## config.mk

```make
export PLATFORM = sky130hd
export DESIGN_NAME = float_to_pcm_sample_converter_unit_flat
export DESIGN_NICKNAME = d
export VERILOG_FILES = /design/src/fpcm_pkg.sv /design/src/fpcm_if.sv /design/src/float_to_pcm_sample_converter_unit.sv /design/src/fpcm_core.sv /design/src/flat_wrapper.sv
export SDC_FILE = /design/constraint.sdc
export NUM_CORES = 1
export LEC_CHECK = 0
export ABC_AREA = 1
export ABC_CLOCK_PERIOD_IN_PS = 27300
export BUFFER_PORTS_ARGS = -buffer_cell sky130_fd_sc_hd__buf_2
export CAP_MARGIN = 10
export CORE_MARGIN = 5
export CORE_UTILIZATION = 40
export CTS_CLUSTER_SIZE = 14
export DETAILED_ROUTE_END_ITERATION = 8
export HOLD_SLACK_MARGIN = 0.08
export SYNTH_ARGS = -nofsm -noshare
export SYNTH_HDL_FRONTEND = slang
export SYNTH_SLANG_ARGS = --single-unit
```

## constraint.sdc

```tcl
create_clock -name clk -period 27.3 [get_ports clk]
set_input_delay 5.46 -clock clk [delete_from_list [all_inputs] [get_ports clk]]
set_output_delay 5.46 -clock clk [all_outputs]
set_load 0.02 [all_outputs]
```

## src/fpcm_pkg.sv

```systemverilog
`default_nettype none
// ----------------------------------------------------------------------------
// fpcm_pkg
// Shared constants for the float to PCM sample converter.
// ----------------------------------------------------------------------------
package fpcm_pkg;

  localparam int FloatW = 32;
  localparam int PcmW   = 32;
  localparam int CountW = 3;
  localparam int FmtW   = 2;

  // Output format codes.
  localparam logic [FmtW-1:0] FMT_S16 = 2'd0;
  localparam logic [FmtW-1:0] FMT_S24 = 2'd1;
  localparam logic [FmtW-1:0] FMT_S32 = 2'd2;

  // Byte counts per format.
  localparam logic [CountW-1:0] BYTES_S16 = 3'd2;
  localparam logic [CountW-1:0] BYTES_S24 = 3'd3;
  localparam logic [CountW-1:0] BYTES_S32 = 3'd4;

  localparam logic [FmtW-1:0] FMT_RESET = FMT_S16;

endpackage : fpcm_pkg
`default_nettype wire

```

## src/fpcm_if.sv

```systemverilog
`default_nettype none
// ----------------------------------------------------------------------------
// fpcm_in_if / fpcm_out_if
// Valid/ready channels for float samples and PCM results.
// ----------------------------------------------------------------------------
interface fpcm_in_if import fpcm_pkg::*; ();
  logic              valid;
  logic              ready;
  logic [FloatW-1:0] float_sample;
  modport source (output valid, output float_sample, input ready);
  modport sink   (input valid, input float_sample, output ready);
endinterface : fpcm_in_if

interface fpcm_out_if import fpcm_pkg::*; ();
  logic                valid;
  logic                ready;
  logic signed [PcmW-1:0] pcm_word;
  logic [CountW-1:0]   byte_count;
  modport source (output valid, output pcm_word, output byte_count, input ready);
  modport sink   (input valid, input pcm_word, input byte_count, output ready);
endinterface : fpcm_out_if
`default_nettype wire

```

## src/float_to_pcm_sample_converter_unit.sv

```systemverilog
`default_nettype none
// ----------------------------------------------------------------------------
// float_to_pcm_sample_converter_unit
// Converts IEEE single-precision samples to signed PCM words.
// ----------------------------------------------------------------------------
//  channel | dir | payload
//  in_     | in  | float_sample[31:0]
//  out_    | out | pcm_word[31:0] signed, byte_count[2:0]
//  cfg_    | in  | sample_format[1:0], write enable
// One sample per cycle while the result is not stalled.
// The input register and the result register form a two-stage pipeline.
// A stalled result holds; the input stage still fills when the result moves.
// Reset is synchronous, active low, and selects the 16-bit format.
module float_to_pcm_sample_converter_unit import fpcm_pkg::*; (
  input  wire logic            clk,
  input  wire logic            rst_n,
  input  wire logic            cfg_we,
  input  wire logic [FmtW-1:0] cfg_wdata,
  fpcm_in_if.sink              in_ch,
  fpcm_out_if.source           out_ch
);

  logic [FmtW-1:0]        fmt_r;
  logic                   s1_valid_r;
  logic [FloatW-1:0]      s1_data_r;
  logic                   out_valid_r;
  logic signed [PcmW-1:0] out_word_r;
  logic [CountW-1:0]      out_count_r;
  logic signed [PcmW-1:0] word_nxt;
  logic [CountW-1:0]      count_nxt;
  logic                   s1_adv;

  // Pipeline advance control.
  assign s1_adv      = !out_valid_r || out_ch.ready;
  assign in_ch.ready = !s1_valid_r || s1_adv;

  fpcm_core u_core (
    .float_sample (s1_data_r),
    .fmt          (fmt_r),
    .pcm_word     (word_nxt),
    .byte_count   (count_nxt)
  );

  // Configuration register.
  always_ff @(posedge clk) begin
    if (!rst_n) fmt_r <= FMT_RESET;
    else if (cfg_we) fmt_r <= cfg_wdata;
  end

  // Input and result registers.
  always_ff @(posedge clk) begin
    if (!rst_n) begin
      s1_valid_r  <= 1'b0;
      out_valid_r <= 1'b0;
    end else begin
      if (in_ch.ready) s1_valid_r <= in_ch.valid;
      if (s1_adv) out_valid_r <= s1_valid_r;
    end
    if (in_ch.ready && in_ch.valid) s1_data_r <= in_ch.float_sample;
    if (s1_adv && s1_valid_r) begin
      out_word_r  <= word_nxt;
      out_count_r <= count_nxt;
    end
  end

  assign out_ch.valid      = out_valid_r;
  assign out_ch.pcm_word   = out_word_r;
  assign out_ch.byte_count = out_count_r;

endmodule : float_to_pcm_sample_converter_unit
`default_nettype wire

```

## src/fpcm_core.sv

```systemverilog
`default_nettype none
// ----------------------------------------------------------------------------
// fpcm_core
// Combinational conversion of one float sample to a PCM word.
// ----------------------------------------------------------------------------
module fpcm_core import fpcm_pkg::*; (
  input  wire logic [FloatW-1:0]   float_sample,
  input  wire logic [FmtW-1:0]     fmt,
  output logic signed [PcmW-1:0]   pcm_word,
  output logic [CountW-1:0]        byte_count
);

  logic        sgn;
  logic [7:0]  ex;
  logic [22:0] fr;
  logic        is_nan;
  logic        full;
  logic        neg;
  logic [23:0] mant;
  logic [4:0]  nbits;
  logic [47:0] prod;
  logic [47:0] shifted;
  logic [5:0]  msb;
  logic [5:0]  drop;
  logic [47:0] keep_mask;
  logic [47:0] kept;
  logic [47:0] rem;
  logic [47:0] half;
  logic [48:0] rounded;
  logic [8:0]  shr;
  logic [31:0] mag_full;

  always_comb begin
    sgn    = float_sample[31];
    ex     = float_sample[30:23];
    fr     = float_sample[22:0];
    is_nan = (ex == 8'hFF) && (fr != 23'd0);
    // Clamp: NaN and anything at or beyond one goes to full scale.
    full   = is_nan || (ex >= 8'd127);
    neg    = sgn && !is_nan;
    mant   = {(ex != 8'd0), fr};
    // Scale is 2^n - 1 for n = 15, 23; 32-bit scale is 2^31 exactly.
    unique case (fmt)
      FMT_S16: begin nbits = 5'd15; byte_count = BYTES_S16; end
      FMT_S24: begin nbits = 5'd23; byte_count = BYTES_S24; end
      default: begin nbits = 5'd31; byte_count = BYTES_S32; end
    endcase
    // Exact product of the significand and the scale. The 32-bit product is
    // held as mant * 2^23 so that it fits, and is shifted eight bits less below.
    if (nbits == 5'd31) prod = {1'b0, mant, 23'd0};
    else prod = ({24'd0, mant} << nbits) - {24'd0, mant};
    // Round exact product to 24 significant bits, nearest even.
    msb = 6'd0;
    for (int i = 0; i < 48; i++) if (prod[i]) msb = 6'(i);
    drop = (msb > 6'd23) ? msb - 6'd23 : 6'd0;
    keep_mask = ~((48'd1 << drop) - 48'd1);
    kept = prod & keep_mask;
    rem  = prod & ~keep_mask;
    half = (drop == 6'd0) ? 48'd0 : (48'd1 << (drop - 6'd1));
    rounded = {1'b0, kept};
    if (drop != 6'd0 && (rem > half || (rem == half && kept[drop])))
      rounded = {1'b0, kept} + {1'b0, (48'd1 << drop)};
    // Value = rounded * 2^(e-150), or 2^(e-142) for the 32-bit format, where e is effective exponent; truncate.
    shr = ((nbits == 5'd31) ? 9'd142 : 9'd150) - ((ex == 8'd0) ? 9'd1 : {1'b0, ex});
    shifted = (shr > 9'd48) ? 48'd0 : 48'(rounded >> shr);
    // Full scale: 2^n - 1, or 2^31 for the 32-bit format.
    mag_full = full ? ((nbits == 5'd31) ? 32'h8000_0000 : ((32'd1 << nbits) - 32'd1))
                    : 32'(shifted);
    // Positive 2^31 does not fit and saturates; negative 2^31 is exact.
    if (!neg && mag_full[31]) mag_full = 32'h7FFF_FFFF;
    pcm_word = neg ? $signed(-mag_full) : $signed(mag_full);
  end

endmodule : fpcm_core
`default_nettype wire

```

## src/flat_wrapper.sv

```systemverilog
// flat-port wrapper written by rule: the top's interface ports become plain ports
module float_to_pcm_sample_converter_unit_flat import fpcm_pkg::*;
  (clk, rst_n, cfg_we, cfg_wdata, in_ch_valid, in_ch_float_sample, in_ch_ready, out_ch_valid, out_ch_pcm_word, out_ch_byte_count, out_ch_ready);
  fpcm_in_if in_ch_i ();
  fpcm_out_if out_ch_i ();
  input  wire logic clk;
  input  wire logic rst_n;
  input  wire logic cfg_we;
  input  wire logic [FmtW-1:0] cfg_wdata;
  input wire logic [$bits(in_ch_i.valid)-1:0] in_ch_valid;
  input wire logic [$bits(in_ch_i.float_sample)-1:0] in_ch_float_sample;
  output wire logic [$bits(in_ch_i.ready)-1:0] in_ch_ready;
  output wire logic [$bits(out_ch_i.valid)-1:0] out_ch_valid;
  output wire logic [$bits(out_ch_i.pcm_word)-1:0] out_ch_pcm_word;
  output wire logic [$bits(out_ch_i.byte_count)-1:0] out_ch_byte_count;
  input wire logic [$bits(out_ch_i.ready)-1:0] out_ch_ready;
  assign in_ch_i.valid = in_ch_valid;
  assign in_ch_i.float_sample = in_ch_float_sample;
  assign in_ch_ready = in_ch_i.ready;
  assign out_ch_valid = out_ch_i.valid;
  assign out_ch_pcm_word = out_ch_i.pcm_word;
  assign out_ch_byte_count = out_ch_i.byte_count;
  assign out_ch_i.ready = out_ch_ready;
  float_to_pcm_sample_converter_unit u_core (.clk(clk), .rst_n(rst_n), .cfg_we(cfg_we), .cfg_wdata(cfg_wdata), .in_ch(in_ch_i), .out_ch(out_ch_i));
endmodule
```

==> flow_summary_export.csv, run 1 <==
group,metric,value,unit
global_route,grt_pass1_vias,18467,
worst_setup_path,slowest_stage,"nor3b_1",
timing,fmax,0.0720,GHz
worst_setup_path,ff2ff_path_depth,103,
pwr,max-vdd-ir-drop,0.0539,mV
synth,yosys_warnings,0,
detailed_routing,drc_errors,0,
clock_tree,cts_setup_buffers,0,
synth,ys.flop_type,"edfxtp_1",
floorplan,dieArea,0.0461,sq mm
layout,multi_input_area,0.0128,sq mm
synth,syn_area,0.0168,sq mm
pwr,leakage,0.00936,uW
clock_tree,cts_hold_buf,0,
worst_setup_path,regToRegStartpoint,"u_core.fmt_r[1]",
layout,areaGrowthSynthToFinish,5.61,%
detailed_routing,vias,19922,
clock_tree,cts_root_buffer,"clkbuf_16",
worst_setup_path,cp.required,27410,ps
timing,worst_pin_slew,1120,ps
global_route,antenna_found_initial,0,
place,port_buffers,75,
synth,synth_cell_type_count,70,
timing,fin_skew,8.02,ps
synth,async_flop_share,0,%
clock_tree,clk_pin_slew,60,ps
floorplan,core_area,0.0418,sq mm
worst_setup_path,r2r_end,"u_core.out_ch.pcm_word[28]",
worst_setup_path,critical_path.endpoint,"u_core.out_ch.pcm_word[28]",
clock_tree,cts_tree,"done",
detailed_routing,drt-wirelength-per-cell,19.6,microns
worst_setup_path,cp.arrival,14000,ps
worst_setup_path,critPathCaptureType,"flop",
clock_tree,clkLatencyLatePin,360,ps
detailed_routing,finalWirelength,68500,microns
worst_setup_path,worst_setup_path_start_kind,"flop",
timing,fin_crit,13890,ps
floorplan,fp.dieH,215,microns
worst_setup_path,worstSetupPathType,"reg -> reg",
global_route,grt_usage,28.4,%
timing,setup_violations,0,
clock_tree,ctsResizeCount,0,
worst_setup_path,crit_top_cell,"nand2_1",
synth,synth_edf_count,67,
timing,post-route-period-util,50.9,%
layout,nFillCells,4649,
layout,n_antenna_cell,0,
timing,max_slew_margin,24.8,%
clock_tree,clockBufferDepth,2,
place,placed_area,0.0174,sq mm
layout,design_area,0.0177,sq mm
outcome,status,"complete, no violations",
pwr,power_density,58.0,mW/mm^2
clock_tree,cts_buffers,9,
global_route,use_met1,40.5,%
synth,syn_area_per_cell,5.80,sq um
job,cap_violations,0,
worst_setup_path,worstSetupStartpoint,"u_core.fmt_r[1]",
layout,seqCellArea,0.00209,sq mm
global_route,met2_usage,45.5,%
worst_setup_path,r2r_setup_slack,13410,ps
floorplan,num_io_pins,76,
detailed_routing,drtPass1Iterations,6,
layout,drive_gt1_share,8.70,%
place,place_congestion,0.995,
timing,hold_violations,0,
min_path,min_from,"u_core.fmt_r[0]",
synth,synth_cells,2894,
timing,finalMaxSlewViolations,0,
pwr,total_power,1030,uW
min_path,hold_path.class,"reg -> reg",
detailed_routing,routed_via_density,5.70,
layout,nNetsFinal,3107,
floorplan,start_util,40.2,%
clock_tree,clock_sinks,71,
timing,setup_tns,0,ps
detailed_routing,route.antenna.remaining_nets,0,
floorplan,num_rows,75,
worst_setup_path,cp_slowest_stage_delay,620,ps
floorplan,dieWidth,215,microns
timing,rsz0062_at_grt,"no",
global_route,grt_start_max_net_pins,89,
worst_setup_path,critPathMaxFanout,47,
global_route,busiest_layer,"met2",
synth,synth-seq-cells,71,
synth,ys_seq_area_share,12.5,%
clock_tree,htreeDepth,3,
global_route,grt_pass1_wl,106000,microns
global_route,grtUsageMet3,2.42,%
timing,holdWs,514,ps
place,dp_hpwl,57200,microns
global_route,overflow,0,
detailed_routing,drt_iter0_markers,2211,
-- Yosys cell counts (21+ instances only) --
master / count / area share, %
nor2_1: 262 / 5.9
a31oi_1: 22 / 0.82
nand2_1: 771 / 17
o21ai_1: 22 / 0.66
a21oi_1: 147 / 4.4
clkbuf_4: 21 / 0.94
nand4_1: 106 / 4.0
buf_4: 24 / 1.1
xor2_1: 37 / 1.9
inv_2: 24 / 0.54
o21ai_0: 99 / 3.0
edfxtp_1: 67 / 12
nor3_1: 30 / 0.89
inv_1: 338 / 7.6
xnor2_1: 34 / 1.8
ha_1: 117 / 8.7
nand3_2: 29 / 1.7
nand3_1: 473 / 14
-- routing by layer --
| layer | vias up | part of all wire, % |
|---|---|---|
| li1 | 9808 | - |
| met1 | 9150 | 46 |
| met2 | 851 | 44 |
| met3 | 113 | 6.5 |
| met4 | 0 | 3.5 |
| met5 | - | 0 |
-- per-stage QoR --
stage	util, %	worst slack [ps]	cells
2_1_floorplan	-	16110	2952
3_3_place_gp	41.7	13940	3477
3_5_place_dp	41.7	13770	3477
4_1_cts	42.4	13710	3493
5_1_grt	42.4	12130	3494
6_report	42.4	13410	3494
-- flip-flops by register name, summed over array words and instances (netlist names) --
register	cells
u_core.out_ch.byte_count	3
u_core.out_ch.valid	1
u_core.s1_data_r	32
u_core.s1_valid_r	1
u_core.fmt_r	2
u_core.out_ch.pcm_word	32
-- where the power goes --
| group | switching, uW | leakage, uW | internal, uW |
|---|---|---|---|
| combinational | 543 | 0.00854 | 230 |
| sequential | 5.17 | 0.000673 | 130 |
| clock | 48.0 | 0.000143 | 71.5 |
| total | 596 | 0.00936 | 432 |
-- layout make-up --
type	count	area share, %
tap	539	3.81
sequential	71	11.8
multi-input combinational	2413	72.1
timing repair buffer	91	2.87
inverter	364	7.71
clock inverter	7	0.452
clock buffer	9	1.27
-- how the worst min path moves through the flow --
stage	end	slack (ps)	cells after the start
2_1_floorplan	u_core.out_ch.valid	450	2
6_report	u_core.fmt_r[0]	510	2
4_1_cts	u_core.fmt_r[0]	520	2
3_5_place_dp	u_core.fmt_r[0]	510	2
5_1_grt	u_core.fmt_r[0]	550	2
3_3_place_gp	u_core.fmt_r[0]	490	2
-- placed cells by master, fill, tap and decap left out, types with 12 or more instances in the layout --
| cell | n |
|---|---|
| xnor2_1 | 34 |
| o21ai_2 | 12 |
| inv_2 | 24 |
| buf_4 | 15 |
| edfxtp_1 | 67 |
| nand2_2 | 20 |
| nor3_1 | 30 |
| conb_1 | 60 |
| nand4_1 | 106 |
| nand3_1 | 473 |
| o21ai_0 | 99 |
| a31oi_1 | 22 |
| xor2_1 | 35 |
| o22ai_1 | 17 |
| buf_2 | 75 |
| o21ai_1 | 22 |
| inv_1 | 338 |
| a21oi_1 | 146 |
| ha_1 | 117 |
| nor2_1 | 260 |
| nor2_2 | 20 |
| nand3_2 | 29 |
| nand2_1 | 771 |
-- logic make-up (layout without fill, tap and decap cells) --
family / Yosys count / after routing / share of synthesized area, %
AND/OR/NAND/NOR: 1776 / 1776 / 48.6
buffers and inverters: 468 / 471 / 12.9
AO/OA/AOI/OAI: 388 / 388 / 13.4
adder cells (fa/ha/maj): 118 / 118 / 8.84
XOR/XNOR: 71 / 71 / 3.71
flip-flops: 71 / 71 / 12.5
other: 2 / 60 / 0.0448
-- critical path: cells and delay by family (launching register included) --
kind | cells | cell delay [ps]
buffers and inverters | 13 | 2300
DFF | 1 | 390
and+or+nand+nor | 81 | 9040
adders and majority gates | 5 | 1360
AOI/OAI and AO/OA | 4 | 490
Power figures use the tool's default switching activity.
==> run 2: changes to the inputs <==
Settings changed: ABC_CLOCK_PERIOD_IN_PS 27300 to 13300.
Clock period 27.3 ns to 13.3 ns, I/O delays scaled along.
==> run 2 against run 1 <==
Power increased by 110%. Via count increased by 1.1%. Maximum frequency increased by 15%. Sequential share of layout area decreased by 0.13 points. Worst hold slack improved by 12 ps. Global-route usage increased by 0.66 points. Flip-flop and latch count unchanged. The run now ends with DRC left. Wire length increased by 2.2%. Largest cell class unchanged. First-iteration DRC count decreased by 2.5%. Critical endpoint is now u_core.out_ch.pcm_word[26]. Critical path depth decreased by 15. Combinational power increased by 100%.
==> flow_summary_export.csv, run 2 (synthesis gave the netlist of run 1 again) <==
group,metric,value,unit
worst_setup_path,critPathCaptureType,"flop",
min_path,hold_path.class,"reg -> reg",
outcome,violations,"DRC",
timing,fin_crit,12100,ps
detailed_routing,route.antenna.remaining_nets,0,
layout,design_area,0.0179,sq mm
pwr,leakage,0.00947,uW
global_route,grt_pass1_vias,18765,
global_route,grt_pass1_wl,107000,microns
timing,rsz0062_at_grt,"no",
pwr,power_density,119,mW/mm^2
detailed_routing,vias,20139,
floorplan,fp.dieH,215,microns
place,place_congestion,0.981,
place,dp_hpwl,58500,microns
timing,setup_violations,0,
layout,mostFrequentLayoutCells,"nand2_1, nand3_1, inv_1",
clock_tree,cts_hold_buf,0,
worst_setup_path,critPathMaxFanout,33,
floorplan,num_rows,75,
place,port_buffers,75,
detailed_routing,finalWirelength,70000,microns
timing,finalMaxSlewViolations,0,
place,placed_area,0.0176,sq mm
detailed_routing,drc_errors,1,
clock_tree,cts_buffers,9,
timing,post-route-period-util,91.0,%
clock_tree,cts_setup_buffers,0,
floorplan,num_io_pins,76,
global_route,overflow,0,
worst_setup_path,cp_slowest_stage_delay,490,ps
floorplan,start_util,40.2,%
layout,drive_gt1_share,9.38,%
layout,final_common_cell,"nand2_1",
outcome,status,"finished, violations left",
timing,fin_skew,7.52,ps
detailed_routing,drt-wirelength-per-cell,19.9,microns
clock_tree,clockBufferDepth,2,
worst_setup_path,cp.arrival,12220,ps
detailed_routing,drt_iter0_markers,2156,
timing,fmax,0.0827,GHz
floorplan,dieWidth,215,microns
worst_setup_path,slowest_stage,"edfxtp_1",
global_route,grt_usage,29.1,%
job,cap_violations,0,
clock_tree,cts_tree,"done",
floorplan,core_area,0.0418,sq mm
layout,nNetsFinal,3126,
worst_setup_path,worstSetupPathType,"reg -> reg",
global_route,grt_start_max_net_pins,89,
global_route,antenna_found_initial,0,
clock_tree,clock_sinks,71,
detailed_routing,routed_via_density,5.73,
clock_tree,clk_pin_slew,60,ps
clock_tree,htreeDepth,3,
worst_setup_path,cp.required,13420,ps
floorplan,dieArea,0.0461,sq mm
layout,n_antenna_cell,0,
layout,areaGrowthSynthToFinish,6.88,%
detailed_routing,drtPass1Iterations,8,
worst_setup_path,worst_setup_path_start_kind,"flop",
timing,setup_tns,0,ps
pwr,max-vdd-ir-drop,0.101,mV
timing,worst_pin_slew,1130,ps
worst_setup_path,crit_top_cell,"nand2_1",
timing,hold_violations,0,
clock_tree,cts_root_buffer,"clkbuf_16",
timing,max_slew_margin,24.3,%
clock_tree,clkLatencyLatePin,350,ps
run 2: cell types whose count changed in the layout (fill, tap and decap cells not counted), sizes merged:
cell,delta
inv,-2
buf,+19
bufinv,+2
run 2: layout make-up:
type | instances | area (sq um)
inverter | 364 | 1370
timing repair buffer | 110 | 651
clock buffer | 9 | 225
fill | 4639 | 23800
multi-input combinational | 2413 | 12800
clock inverter | 7 | 120
sequential | 71 | 2090
tap | 539 | 674
run 2: worst paths after layout:
kind | from | end | slack (ps) | depth (start not counted)
worst max register to register | u_core.s1_data_r[0] | u_core.out_ch.pcm_word[26] | 1200 | 88
worst min register to register | u_core.out_ch.valid | u_core.out_ch.valid | 530 | 2
worst min-delay path | u_core.out_ch.valid | u_core.out_ch.valid | 530 | 2
worst max-delay path | u_core.s1_data_r[0] | u_core.out_ch.pcm_word[26] | 1200 | 88
run 2: repair_timing:
| action | in CTS | in global routing |
|---|---|---|
| resized for setup | 0 | 7 |
| endpoints found under the hold margin | 0 | 0 |
| setup endpoints to repair | 0 | 25 |
run 2: per-layer routing:
metal | track usage, % | vias up | routed length [microns]
li1 | - | 9827 | -
met1 | 40.2 | 9343 | 31200
met2 | 47.2 | 841 | 31200
met3 | 3.19 | 128 | 4910
met4 | 10.4 | 0 | 2620
met5 | 0 | - | 0
run 2: power by group:
group | total (uW) | switching (uW) | leakage (uW) | internal, uW
clock | 281 | 97.5 | 0.000166 | 184
sequential | 278 | 10.5 | 0.000673 | 268
combinational | 1580 | 1100 | 0.00863 | 481
run 2: stage by stage:
step                      worst slack [ps]  util [%]  hold WS [ps]  total power [uW]  cells
after floorplan                       3590         -           448              1410   2952
after global placement                1190      42.0           508              1820   3497
after detailed placement              1130      42.0           516              1820   3497
after CTS                             1100      42.9           526              2110   3513
after global routing                  82.9      42.9           561              2320   3513
final                                 1200      42.9           526              2140   3513
run 2: critical path: cells and delay by family, from the launching register on:
kind / cells / cell delay [ps]
AO/OA/AOI/OAI: 8 / 2020
XOR/XNOR: 2 / 330
adder cells (fa/ha/maj): 4 / 970
buffers and inverters: 13 / 1280
flip-flops: 1 / 490
AND/OR/NAND/NOR: 61 / 6710
==> run 3: changes to the inputs <==
Settings changed: CAP_MARGIN 10 to not set, CORE_UTILIZATION 40 to 45.
==> run 3 against run 2 <==
The flow now finishes without violations. Power down 3.7%. Wire length shrank 5.2%. Worst hold slack worse by 9.5 ps.
==> flow_summary_export.csv, run 3 (synthesis gave the netlist of run 1 again) <==
group,metric,value,unit
clock_tree,cts_root_buffer,"clkbuf_16",
place,port_buffers,75,
timing,max_slew_margin,23.6,%
place,dp_hpwl,55000,microns
pwr,leakage,0.00935,uW
clock_tree,htreeDepth,3,
worst_setup_path,critPathCaptureType,"flop",
global_route,grt_pass1_wl,103000,microns
layout,areaGrowthSynthToFinish,5.32,%
timing,setup_violations,0,
outcome,status,"complete, no violations",
timing,setup_tns,0,ps
layout,mostFrequentLayoutCells,"nand2_1, nand3_1, inv_1",
place,place_congestion,1.03,
worst_setup_path,critPathMaxFanout,46,
clock_tree,clkLatencyLatePin,340,ps
global_route,antenna_found_initial,0,
timing,rsz0062_at_grt,"no",
timing,fmax,0.0826,GHz
floorplan,num_rows,70,
timing,fin_crit,12100,ps
floorplan,dieWidth,203,microns
detailed_routing,vias,20049,
clock_tree,cts_buffers,9,
global_route,grt_pass1_vias,18662,
pwr,max-vdd-ir-drop,0.118,mV
layout,final_common_cell,"nand2_1",
layout,n_antenna_cell,0,
timing,worst_pin_slew,1140,ps
floorplan,core_area,0.0367,sq mm
worst_setup_path,cp_slowest_stage_delay,540,ps
pwr,power_density,117,mW/mm^2
min_path,hold_path.class,"reg -> reg",
timing,finalMaxSlewViolations,0,
clock_tree,cts_setup_buffers,0,
worst_setup_path,slowest_stage,"nand3_1",
layout,drive_gt1_share,8.92,%
worst_setup_path,worstSetupPathType,"reg -> reg",
detailed_routing,drt_iter0_markers,2183,
detailed_routing,finalWirelength,66300,microns
timing,fin_skew,5.41,ps
global_route,grt_usage,31.1,%
job,cap_violations,0,
floorplan,fp.dieH,203,microns
worst_setup_path,cp.required,13400,ps
layout,nNetsFinal,3111,
global_route,overflow,0,
floorplan,dieArea,0.0412,sq mm
clock_tree,cts_tree,"done",
worst_setup_path,crit_top_cell,"nand2_1",
floorplan,start_util,45.7,%
detailed_routing,route.antenna.remaining_nets,0,
timing,post-route-period-util,91.0,%
clock_tree,clk_pin_slew,60,ps
layout,design_area,0.0177,sq mm
worst_setup_path,cp.arrival,12210,ps
worst_setup_path,worst_setup_path_start_kind,"flop",
detailed_routing,drtPass1Iterations,8,
detailed_routing,routed_via_density,5.85,
floorplan,num_io_pins,76,
detailed_routing,drc_errors,0,
clock_tree,clock_sinks,71,
timing,hold_violations,0,
detailed_routing,drt-wirelength-per-cell,19.4,microns
global_route,grt_start_max_net_pins,89,
clock_tree,clockBufferDepth,2,
place,placed_area,0.0174,sq mm
run 3: changes by cell type in the layout (fill, tap and decap cells not counted), sizes merged:
cell,before,now
bufinv,3,0
buf,110,95
clkinvlp,2,5
run 3: final timing paths:
| path | from | to | slack, ps | cells after the start |
|---|---|---|---|---|
| worst max-delay path | u_core.fmt_r[1] | u_core.out_ch.pcm_word[26] | 1200 | 71 |
| worst min-delay path | u_core.fmt_r[0] | u_core.fmt_r[0] | 520 | 2 |
| worst min register to register | u_core.fmt_r[0] | u_core.fmt_r[0] | 520 | 2 |
| worst max register to register | u_core.fmt_r[1] | u_core.out_ch.pcm_word[26] | 1200 | 71 |
run 3: worst max-delay path, delay by kind of cell, from the launching register on:
kind	cells	cell delay (ps)
AOI/OAI and AO/OA	12	2240
adders and majority gates	4	1120
buffers and inverters	14	1780
DFF	1	400
and+or+nand+nor	41	6260
run 3: cell type report:
type / count / area [sq um]
clock buffer: 9 / 225
sequential: 71 / 2090
multi-input combinational: 2413 / 12800
clock inverter: 7 / 47.5
inverter: 364 / 1370
tap: 468 / 586
fill: 4072 / 19000
timing repair buffer: 95 / 529
run 3: power breakdown:
| group | total [uW] | switching [uW] | internal, uW |
|---|---|---|---|
| logic | 1560 | 1090 | 475 |
| clock network | 220 | 94.1 | 126 |
| registers | 279 | 11.4 | 268 |
run 3: metal layers:
metal  up-vias  share of wire, %  GRT usage (%)
li1       9815                 -              -
met1      9196                43           41.5
met2       888                45           51.5
met3       150               7.5           3.45
met4         0               4.6           12.8
met5         -                 0              0
run 3: what timing repair did:
action | in CTS | in global routing
resized for setup | 0 | 8
hold buffers | 0 | 0
endpoints found under the setup margin | 0 | 30
run 3: stage by stage:
| stage | worst slack [ps] | total power (uW) | std cells | utilization (%) | hold WS (ps) |
|---|---|---|---|---|---|
| after global placement | 1190 | 1790 | 3411 | 47.3 | 492 |
| after detailed placement | 922 | 1800 | 3411 | 47.3 | 509 |
| after global routing | 64.6 | 2230 | 3427 | 48.2 | 561 |
| after floorplan | 3590 | 1410 | 2952 | - | 448 |
| final | 1200 | 2060 | 3427 | 48.2 | 516 |
| after CTS | 881 | 2030 | 3427 | 48.0 | 518 |
